==> src/rtl/sskt_pkg.sv <==
// shared types and constants for the sorted sixteen-entry key table
package sskt_pkg;

    localparam int KEY_WIDTH     = 8;
    localparam int COMMAND_WIDTH = 2;
    localparam int STATUS_WIDTH  = 2;
    localparam int FIELD_WIDTH   = 64;
    localparam int COUNT_WIDTH   = 5;

    localparam logic [COUNT_WIDTH-1:0] SHRINK_RESET = 5'd4;

    typedef enum logic [COMMAND_WIDTH-1:0] {
        CMD_INSERT = 2'd0,
        CMD_LOOKUP = 2'd1,
        CMD_REMOVE = 2'd2,
        CMD_CHANGE = 2'd3
    } command_t;

    typedef enum logic [STATUS_WIDTH-1:0] {
        ST_OK      = 2'd0,
        ST_FULL    = 2'd1,
        ST_SHRINK  = 2'd2,
        ST_MISSING = 2'd3
    } status_t;

    // per-cell flags seen by the neighbors
    typedef struct packed {
        logic                 occupied;
        logic                 greater;
        logic                 equal;
        logic                 first;
        logic [KEY_WIDTH-1:0] key;
    } cell_flags_t;

    // command broadcast to every cell
    typedef struct packed {
        logic                 ins_en;
        logic                 rem_en;
        logic                 chg_en;
        logic [KEY_WIDTH-1:0] key;
    } cell_ctrl_t;

endpackage

==> src/rtl/sskt_if.sv <==
// request and response channel interfaces
interface sskt_req_if
    import sskt_pkg::*;
();
    logic                     valid;
    logic                     ready;
    logic [COMMAND_WIDTH-1:0] command;
    logic [KEY_WIDTH-1:0]     key;
    logic [FIELD_WIDTH-1:0]   child_value;

    modport source (output valid, output command, output key, output child_value, input ready);
    modport sink   (input valid, input command, input key, input child_value, output ready);
endinterface

interface sskt_rsp_if
    import sskt_pkg::*;
();
    logic                    valid;
    logic                    ready;
    logic [STATUS_WIDTH-1:0] status;
    logic [FIELD_WIDTH-1:0]  found_child;
    logic [COUNT_WIDTH-1:0]  entries_now;

    modport source (output valid, output status, output found_child, output entries_now,
                    input ready);
    modport sink   (input valid, input status, input found_child, input entries_now,
                    output ready);
endinterface

==> src/rtl/sorted_sixteen_entry_key_table.sv <==
// top level: row of table cells, entry count, threshold and response register
//
// Sorted key table with up to CAPACITY byte keys, each paired with a child
// value. Every command (insert, lookup, remove, change child) gets a single
// response beat that is registered and offered the next cycle; a new command
// is accepted in the same cycle the previous response is taken, so while
// responses are taken the sustained rate is one command per clock, set by the
// row of cells: every cell compares its key with the command key and shifts
// from a neighbor in the same cycle. Equal keys are kept adjacent, so lookup,
// remove and change act on the lowest matching slot. The shrink threshold
// register (reset 4) is written via cfg_wen/cfg_wdata by the user only while
// the table is idle (unenforced); remove flags shrink when the count equals it.
module sorted_sixteen_entry_key_table
    import sskt_pkg::*;
#(
    parameter int CAPACITY    = 16,
    parameter int CHILD_WIDTH = 64
) (
    input  logic                   clk,
    input  logic                   rst_n,
    input  logic                   cfg_wen,
    input  logic [COUNT_WIDTH-1:0] cfg_wdata,
    sskt_req_if.sink               request,
    sskt_rsp_if.source             response
);

    localparam int CW   = $clog2(CAPACITY + 1);
    localparam int CMPW = (CW > COUNT_WIDTH) ? CW : COUNT_WIDTH;

    logic [CW-1:0]           count_reg, count_next;
    logic [COUNT_WIDTH-1:0]  threshold_reg;
    logic                    rsp_valid_reg;
    status_t                 status_reg, status_next;
    logic [FIELD_WIDTH-1:0]  found_reg, found_next;
    logic [COUNT_WIDTH-1:0]  entries_reg;

    logic                    accept;
    command_t                command;
    logic [CHILD_WIDTH-1:0]  new_child;
    logic                    full, at_threshold, any_match;
    cell_ctrl_t              ctrl;

    cell_flags_t             flags  [CAPACITY];
    logic [CHILD_WIDTH-1:0]  childs [CAPACITY];
    logic [CAPACITY-1:0]     first_vec;
    logic [CHILD_WIDTH-1:0]  found_child;

    // handshake
    assign accept        = request.valid && request.ready;
    assign request.ready = !rsp_valid_reg || response.ready;

    assign command   = command_t'(request.command);
    assign new_child = request.child_value[CHILD_WIDTH-1:0];

    // command qualification
    assign full         = count_reg == CW'(CAPACITY);
    assign at_threshold = CMPW'(count_reg) == CMPW'(threshold_reg);
    assign any_match    = |first_vec;

    always_comb
    begin
        ctrl.key    = request.key;
        ctrl.ins_en = accept && (command == CMD_INSERT) && !full;
        ctrl.rem_en = accept && (command == CMD_REMOVE) && !at_threshold && any_match;
        ctrl.chg_en = accept && (command == CMD_CHANGE) && any_match;
    end

    // row of cells
    genvar g;
    generate
        for (g = 0; g < CAPACITY; g++)
        begin : g_cell
            cell_flags_t            pf, nf;
            logic [CHILD_WIDTH-1:0] pc, nc;
            if (g == 0)
            begin : g_head
                assign pf = '{occupied: 1'b1, greater: 1'b0, equal: 1'b0,
                              first: 1'b0, key: '0};
                assign pc = '0;
            end
            else
            begin : g_mid
                assign pf = flags[g-1];
                assign pc = childs[g-1];
            end
            if (g == CAPACITY - 1)
            begin : g_tail
                assign nf = '0;
                assign nc = '0;
            end
            else
            begin : g_body
                assign nf = flags[g+1];
                assign nc = childs[g+1];
            end

            sskt_cell #(
                .CHILD_WIDTH (CHILD_WIDTH)
            ) u_cell (
                .clk        (clk),
                .ctrl       (ctrl),
                .occupied   (count_reg > CW'(g)),
                .new_child  (new_child),
                .prev_flags (pf),
                .prev_child (pc),
                .next_flags (nf),
                .next_child (nc),
                .flags      (flags[g]),
                .child      (childs[g])
            );
            assign first_vec[g] = flags[g].first;
        end
    endgenerate

    // child of the first match, at most one cell hits
    always_comb
    begin
        found_child = '0;
        for (int i = 0; i < CAPACITY; i++)
        begin
            found_child = found_child | (childs[i] & {CHILD_WIDTH{first_vec[i]}});
        end
    end

    // status, found child and count update
    always_comb
    begin
        status_next = ST_OK;
        found_next  = '0;
        count_next  = count_reg;
        case (command)
            CMD_INSERT:
            begin
                if (full)
                    status_next = ST_FULL;
                else
                    count_next = count_reg + 1'b1;
            end
            CMD_LOOKUP:
            begin
                if (any_match)
                    found_next = FIELD_WIDTH'(found_child);
                else
                    status_next = ST_MISSING;
            end
            CMD_REMOVE:
            begin
                if (at_threshold)
                    status_next = ST_SHRINK;
                else if (any_match)
                    count_next = count_reg - 1'b1;
                else
                    status_next = ST_MISSING;
            end
            CMD_CHANGE:
            begin
                if (!any_match)
                    status_next = ST_MISSING;
            end
            default:
            begin
                status_next = ST_OK;
            end
        endcase
    end

    // control state
    always_ff @(posedge clk or negedge rst_n)
    begin
        if (!rst_n)
        begin
            count_reg     <= '0;
            threshold_reg <= SHRINK_RESET;
            rsp_valid_reg <= 1'b0;
        end
        else
        begin
            if (cfg_wen)
                threshold_reg <= cfg_wdata;
            if (accept)
            begin
                count_reg     <= count_next;
                rsp_valid_reg <= 1'b1;
            end
            else if (response.ready)
            begin
                rsp_valid_reg <= 1'b0;
            end
        end
    end

    // response payload
    always_ff @(posedge clk)
    begin
        if (accept)
        begin
            status_reg  <= status_next;
            found_reg   <= found_next;
            entries_reg <= COUNT_WIDTH'(count_next);
        end
    end

    assign response.valid       = rsp_valid_reg;
    assign response.status      = status_reg;
    assign response.found_child = found_reg;
    assign response.entries_now = entries_reg;

endmodule

==> src/rtl/sskt_cell.sv <==
// one slot of the sorted table: key, child and the local shift decision
module sskt_cell
    import sskt_pkg::*;
#(
    parameter int CHILD_WIDTH = 64
) (
    input  logic                   clk,
    input  cell_ctrl_t             ctrl,
    input  logic                   occupied,
    input  logic [CHILD_WIDTH-1:0] new_child,
    input  cell_flags_t            prev_flags,
    input  logic [CHILD_WIDTH-1:0] prev_child,
    input  cell_flags_t            next_flags,
    input  logic [CHILD_WIDTH-1:0] next_child,
    output cell_flags_t            flags,
    output logic [CHILD_WIDTH-1:0] child
);

    logic [KEY_WIDTH-1:0]   key_reg, key_next;
    logic [CHILD_WIDTH-1:0] child_reg, child_next;
    logic                   greater, equal, first;
    logic                   ins_here, ins_shift, rem_shift, chg_here;

    // local compares; equal keys sit together, so the first match is local
    assign greater = occupied && (key_reg > ctrl.key);
    assign equal   = occupied && (key_reg == ctrl.key);
    assign first   = equal && !prev_flags.equal;

    assign flags = '{occupied: occupied, greater: greater, equal: equal,
                     first: first, key: key_reg};
    assign child = child_reg;

    // insert lands after the last key not above it; higher keys move up
    assign ins_here  = ctrl.ins_en && prev_flags.occupied && !prev_flags.greater
                       && (greater || !occupied);
    assign ins_shift = ctrl.ins_en && prev_flags.greater;
    // remove pulls everything from the first match upward down by one
    assign rem_shift = ctrl.rem_en && (greater || equal);
    assign chg_here  = ctrl.chg_en && first;

    // next slot contents
    always_comb
    begin
        key_next   = key_reg;
        child_next = child_reg;
        if (ins_here)
        begin
            key_next   = ctrl.key;
            child_next = new_child;
        end
        else if (ins_shift)
        begin
            key_next   = prev_flags.key;
            child_next = prev_child;
        end
        else if (rem_shift)
        begin
            key_next   = next_flags.key;
            child_next = next_child;
        end
        else if (chg_here)
        begin
            child_next = new_child;
        end
    end

    // slot storage
    always_ff @(posedge clk)
    begin
        key_reg   <= key_next;
        child_reg <= child_next;
    end

endmodule

==> src/flat_wrapper.sv <==
// flat-port wrapper written by rule: the top's interface ports become plain ports
module sorted_sixteen_entry_key_table_flat import sskt_pkg::*;
#(
    parameter int CAPACITY    = 16,
    parameter int CHILD_WIDTH = 64
)
  (clk, rst_n, cfg_wen, cfg_wdata, request_valid, request_command, request_key, request_child_value, request_ready, response_valid, response_status, response_found_child, response_entries_now, response_ready);
  sskt_req_if request_i ();
  sskt_rsp_if response_i ();
  input  logic clk;
  input  logic rst_n;
  input  logic cfg_wen;
  input  logic [COUNT_WIDTH-1:0] cfg_wdata;
  input wire logic [$bits(request_i.valid)-1:0] request_valid;
  input wire logic [$bits(request_i.command)-1:0] request_command;
  input wire logic [$bits(request_i.key)-1:0] request_key;
  input wire logic [$bits(request_i.child_value)-1:0] request_child_value;
  output wire logic [$bits(request_i.ready)-1:0] request_ready;
  output wire logic [$bits(response_i.valid)-1:0] response_valid;
  output wire logic [$bits(response_i.status)-1:0] response_status;
  output wire logic [$bits(response_i.found_child)-1:0] response_found_child;
  output wire logic [$bits(response_i.entries_now)-1:0] response_entries_now;
  input wire logic [$bits(response_i.ready)-1:0] response_ready;
  assign request_i.valid = request_valid;
  assign request_i.command = request_command;
  assign request_i.key = request_key;
  assign request_i.child_value = request_child_value;
  assign request_ready = request_i.ready;
  assign response_valid = response_i.valid;
  assign response_status = response_i.status;
  assign response_found_child = response_i.found_child;
  assign response_entries_now = response_i.entries_now;
  assign response_i.ready = response_ready;
  sorted_sixteen_entry_key_table #(.CAPACITY(CAPACITY), .CHILD_WIDTH(CHILD_WIDTH)) u_core (.clk(clk), .rst_n(rst_n), .cfg_wen(cfg_wen), .cfg_wdata(cfg_wdata), .request(request_i), .response(response_i));
endmodule
==> config.mk <==
export PLATFORM = sky130hd
export DESIGN_NAME = sorted_sixteen_entry_key_table_flat
export DESIGN_NICKNAME = d
export VERILOG_FILES = /design/src/rtl/sskt_pkg.sv /design/src/rtl/sskt_if.sv /design/src/rtl/sorted_sixteen_entry_key_table.sv /design/src/rtl/sskt_cell.sv /design/src/flat_wrapper.sv
export SDC_FILE = /design/constraint.sdc
export NUM_CORES = 2
export LEC_CHECK = 0
export BUFFER_PORTS_ARGS = -buffer_cell sky130_fd_sc_hd__clkbuf_2
export CELL_PAD_IN_SITES_DETAIL_PLACEMENT = 0
export CELL_PAD_IN_SITES_GLOBAL_PLACEMENT = 1
export CORE_MARGIN = 2
export CORE_UTILIZATION = 40
export CTS_BUF_LIST = sky130_fd_sc_hd__clkbuf_16
export DETAILED_ROUTE_END_ITERATION = 10
export PLACE_DENSITY_LB_ADDON = 0.1
export SLEW_MARGIN = 20
export SYNTH_ARGS = -nofsm -noshare
export SYNTH_HDL_FRONTEND = slang
export SYNTH_SLANG_ARGS = --single-unit
==> constraint.sdc <==
create_clock -name clk -period 9.25 [get_ports clk]
set_clock_uncertainty 0.2 [all_clocks]
set_input_delay 1.3875 -clock clk [delete_from_list [all_inputs] [get_ports clk]]
set_output_delay 1.3875 -clock clk [all_outputs]
set_load 0.02 [all_outputs]
==> impl_metrics.py <==
metrics = {
    "run_status": {
        "status": "finished clean",
    },
    "grt": {
        "first_global_vias": 54288,
        "overflow": 0,
        "grt_util_all_layers_pct": 34.1,
        "antenna_found_initial": 17,
        "grt_pass1_wl_um": 426000,
        "grt_max_degree": 68,
    },
    "place": {
        "post-place-ws_ns": 1.68,
        "dp.cells": 7247,
        "portBuffers": 156,
        "routabilityCongestion": 0.870,
        "hpwl_um": 174000,
    },
    "logic_synthesis": {
        "async_reset_ff_share_pct": 0.891,
        "synthAdderAreaFrac_pct": 2.47,
        "synth_edf_count": 1223,
        "syn_area_per_cell_um2": 12.7,
        "yosys.area_share.simple_pct": 10.6,
        "synth_top_family_by_area": "compound AO/OA/AOI/OAI gates",
        "synth_nets": 5587,
        "yosysSeqAreaShare_pct": 54.4,
        "synthFlopType": "edfxtp_1",
        "ys_ff_latch": 1234,
        "synth_compound_area_share_pct": 26.3,
        "synth_top_area_share_pct": 54.0,
        "synth_top_cell_by_area": "edfxtp_1",
        "yosysUniqueCellTypes": 82,
        "synthMuxAreaShare_pct": 2.07,
        "synth_xor_xnor_area_share_pct": 0.116,
        "yosysWarnings": 0,
        "netlist_top_cells_area": "edfxtp_1, o221a_2, nand2b_1, o221a_1, or3_1",
        "syn_area_um2": 68000,
        "syn_inst": 5369,
    },
    "setup_path": {
        "critPathTopFamily": "simple AND/OR/NAND/NOR gates",
        "r2r-start": "u_core.count_reg[1]",
        "crit_type": "primary input to flop",
        "reg2reg_depth": 12,
        "crit_slowest_cell": "nand3_4",
        "cp.arrival_ns": 7.21,
        "rrSetupSlack_ns": 2.62,
        "required_ns": 9.58,
        "r2r-end": "u_core.g_cell[6].u_cell.child[48]",
        "crit_chain": "clkbuf_2 -> inv_1 -> ha_1 -> nand4_1 -> nor2_1 -> a211oi_4 -> buf_4 -> nor3_1 -> and3_1 -> a211o_1 -> buf_4 -> o21ba_4 -> nand3_4 -> buf_4",
        "crit_path_end_kind": "flop",
        "startpoint_type": "primary input",
        "path_buf_inv": 5,
        "critical_path.max_fanout": 34,
        "cp_slowest_stage_delay_ns": 0.80,
        "crit_top_cell": "buf_4",
    },
    "flow_run": {
        "cap_violations": 0,
    },
    "timing": {
        "setup_viol": 0,
        "finalWorstPathRequiredPeriod_ns": 6.87,
        "worst_pin_slew_ns": 1.27,
        "setup_tns_ns": 0,
        "period_share_pct": 74.3,
        "rsz0062_at_grt": "no",
        "drv_slew": 0,
        "fin_ws_ns": 2.38,
        "fmax_mhz": 145,
        "max_slew_margin_pct": 15.5,
        "final-hold-violation-count": 0,
    },
    "layout": {
        "nFillCells": 15430,
        "syn2layout_area_growth_pct": 11.1,
        "num-nets-final": 5398,
        "stdcell_count": 7522,
        "largest_reg_flops": 1024,
        "drive_above_1_share_pct": 25.7,
        "layout_commonest_cell": "edfxtp_1",
        "layout_common_cells": "edfxtp_1, o221a_2, nand2b_1",
    },
    "route": {
        "first_pass_iters": 9,
        "drtIter0Drc": 8693,
        "routedWlPerCell_um": 40.6,
        "antenna_left": 0,
        "drt_wl_total_um": 306000,
        "drc": 0,
        "detail_route.vias_per_cell": 7.41,
        "route.vias.total": 55759,
    },
    "clocking": {
        "clk-insertion-delay-late_ns": 0.84,
        "post_cts_buffers": 0,
        "clockRootBuffer": "clkbuf_16",
        "clkTransAtPathRegs_ns": 0.06,
        "hold_buffers": 0,
        "clk_path_buf_depth": 3,
        "cts_tree": "built",
        "cts_sinks": 1234,
        "numCtsBuffers": 149,
        "htreeDepth": 4,
        "ctsResizeCount": 0,
    },
    "power_and_ir_drop": {
        "vdd_drop_max_mv": 0.198,
        "p_leak_nw": 23.7,
        "p_per_area_nw_per_um2": 190,
        "power_w": 0.0144,
    },
    "die": {
        "fp.coreArea_um2": 169000,
        "io_pins": 157,
        "dieWidth_um": 416,
        "initial_core_util_pct": 40.2,
        "rows": 151,
        "die_h_um": 416,
        "die_area_um2": 173000,
    },
    "hold_path": {
        "holdCritPathClass": "primary input to async pin",
    },
}
metal layers:
| metal | up-vias | GRT usage [%] | wire (um) |
|---|---|---|---|
| met5 | - | 0 | 101 |
| met4 | 12 | 13.6 | 12900 |
| met3 | 780 | 8.88 | 33800 |
| met2 | 4119 | 53.2 | 138000 |
| met1 | 28632 | 45.2 | 121000 |
| li1 | 22216 | - | - |
how the worst max path moves through the flow:
stage / start / endpoint / slack [ns] / cells after the start
finish: request_key[2] / u_core.g_cell[1].u_cell.child[10] / 2.38 / 14
global route: request_key[2] / u_core.g_cell[1].u_cell.child[54] / 2.20 / 12
CTS: request_key[2] / u_core.g_cell[1].u_cell.child[4] / 2.52 / 14
detailed placement: request_key[1] / u_core.g_cell[1].u_cell.child[7] / 1.68 / 14
global placement: request_key[1] / u_core.g_cell[1].u_cell.child[59] / 1.74 / 14
floorplan: response_ready / u_core.g_cell[2].u_cell.child[0] / 1.28 / 11
logic make-up (layout without fill, tap and decap cells):
group           after synthesis  count (layout)
xor+xnor                      9               9
fa+ha+maj                   134             134
flops                      1234            1234
other cells                   0              10
buf+inv                     686             611
mux                         131             131
simple gates               1226            1226
compound gates             1949            1949
power breakdown:
group          internal [W]  switching [W]
clock               0.00322        0.00255
combinational      0.000608        0.00121
sequential          0.00653       0.000268
metrics by stage:
stage / util, % / hold WS [ns] / instance area (um2)
finish: 44.7 / 0.255 / 75600
global route: 44.7 / 0.275 / 75500
CTS: 44.7 / 0.230 / 75500
detailed placement: 41.9 / 0.326 / 70900
global placement: 41.9 / 0.329 / 70900
floorplan: - / 0.301 / 68000
worst reg2reg max path, cell delays in order (launching register included):
cell	delay [ns]
dfrtp_1	0.79
inv_1	0.27
ha_1	0.38
nand2b_1	0.21
o21a_1	0.27
nor4_1	0.75
a21boi_4	0.30
buf_4	0.42
nor4_2	0.19
a211o_1	0.44
o32ai_4	0.89
a211o_4	0.65
buf_4	0.51
cell usage after synthesis, types with 79 or more instances:
cell and number:
a221o_1 89, a221oi_1 80, a222oi_1 141, a22o_1 84, a22oi_1 240, and2_1 79
buf_1 95, buf_2 100, clkbuf_1 441, edfxtp_1 1223, ha_1 134, nand2_1 85
nand2b_1 332, nand4_1 79, nor2_1 88, o221a_1 183, o221a_2 536, or2_2 90
or3_1 327
area by class of cell:
type                       count  area (um2)  area share [%]
antenna                       10        25.0          0.0331
clock buffer                 155        3880            5.13
clock inverter               110         738           0.977
inverter                      49         184           0.243
multi-input combinational   3449       29000            38.3
sequential                  1234       37000            49.0
tap                         2218        2780            3.67
timing repair buffer         297        2010            2.65
(Power assumes the default switching activity.)
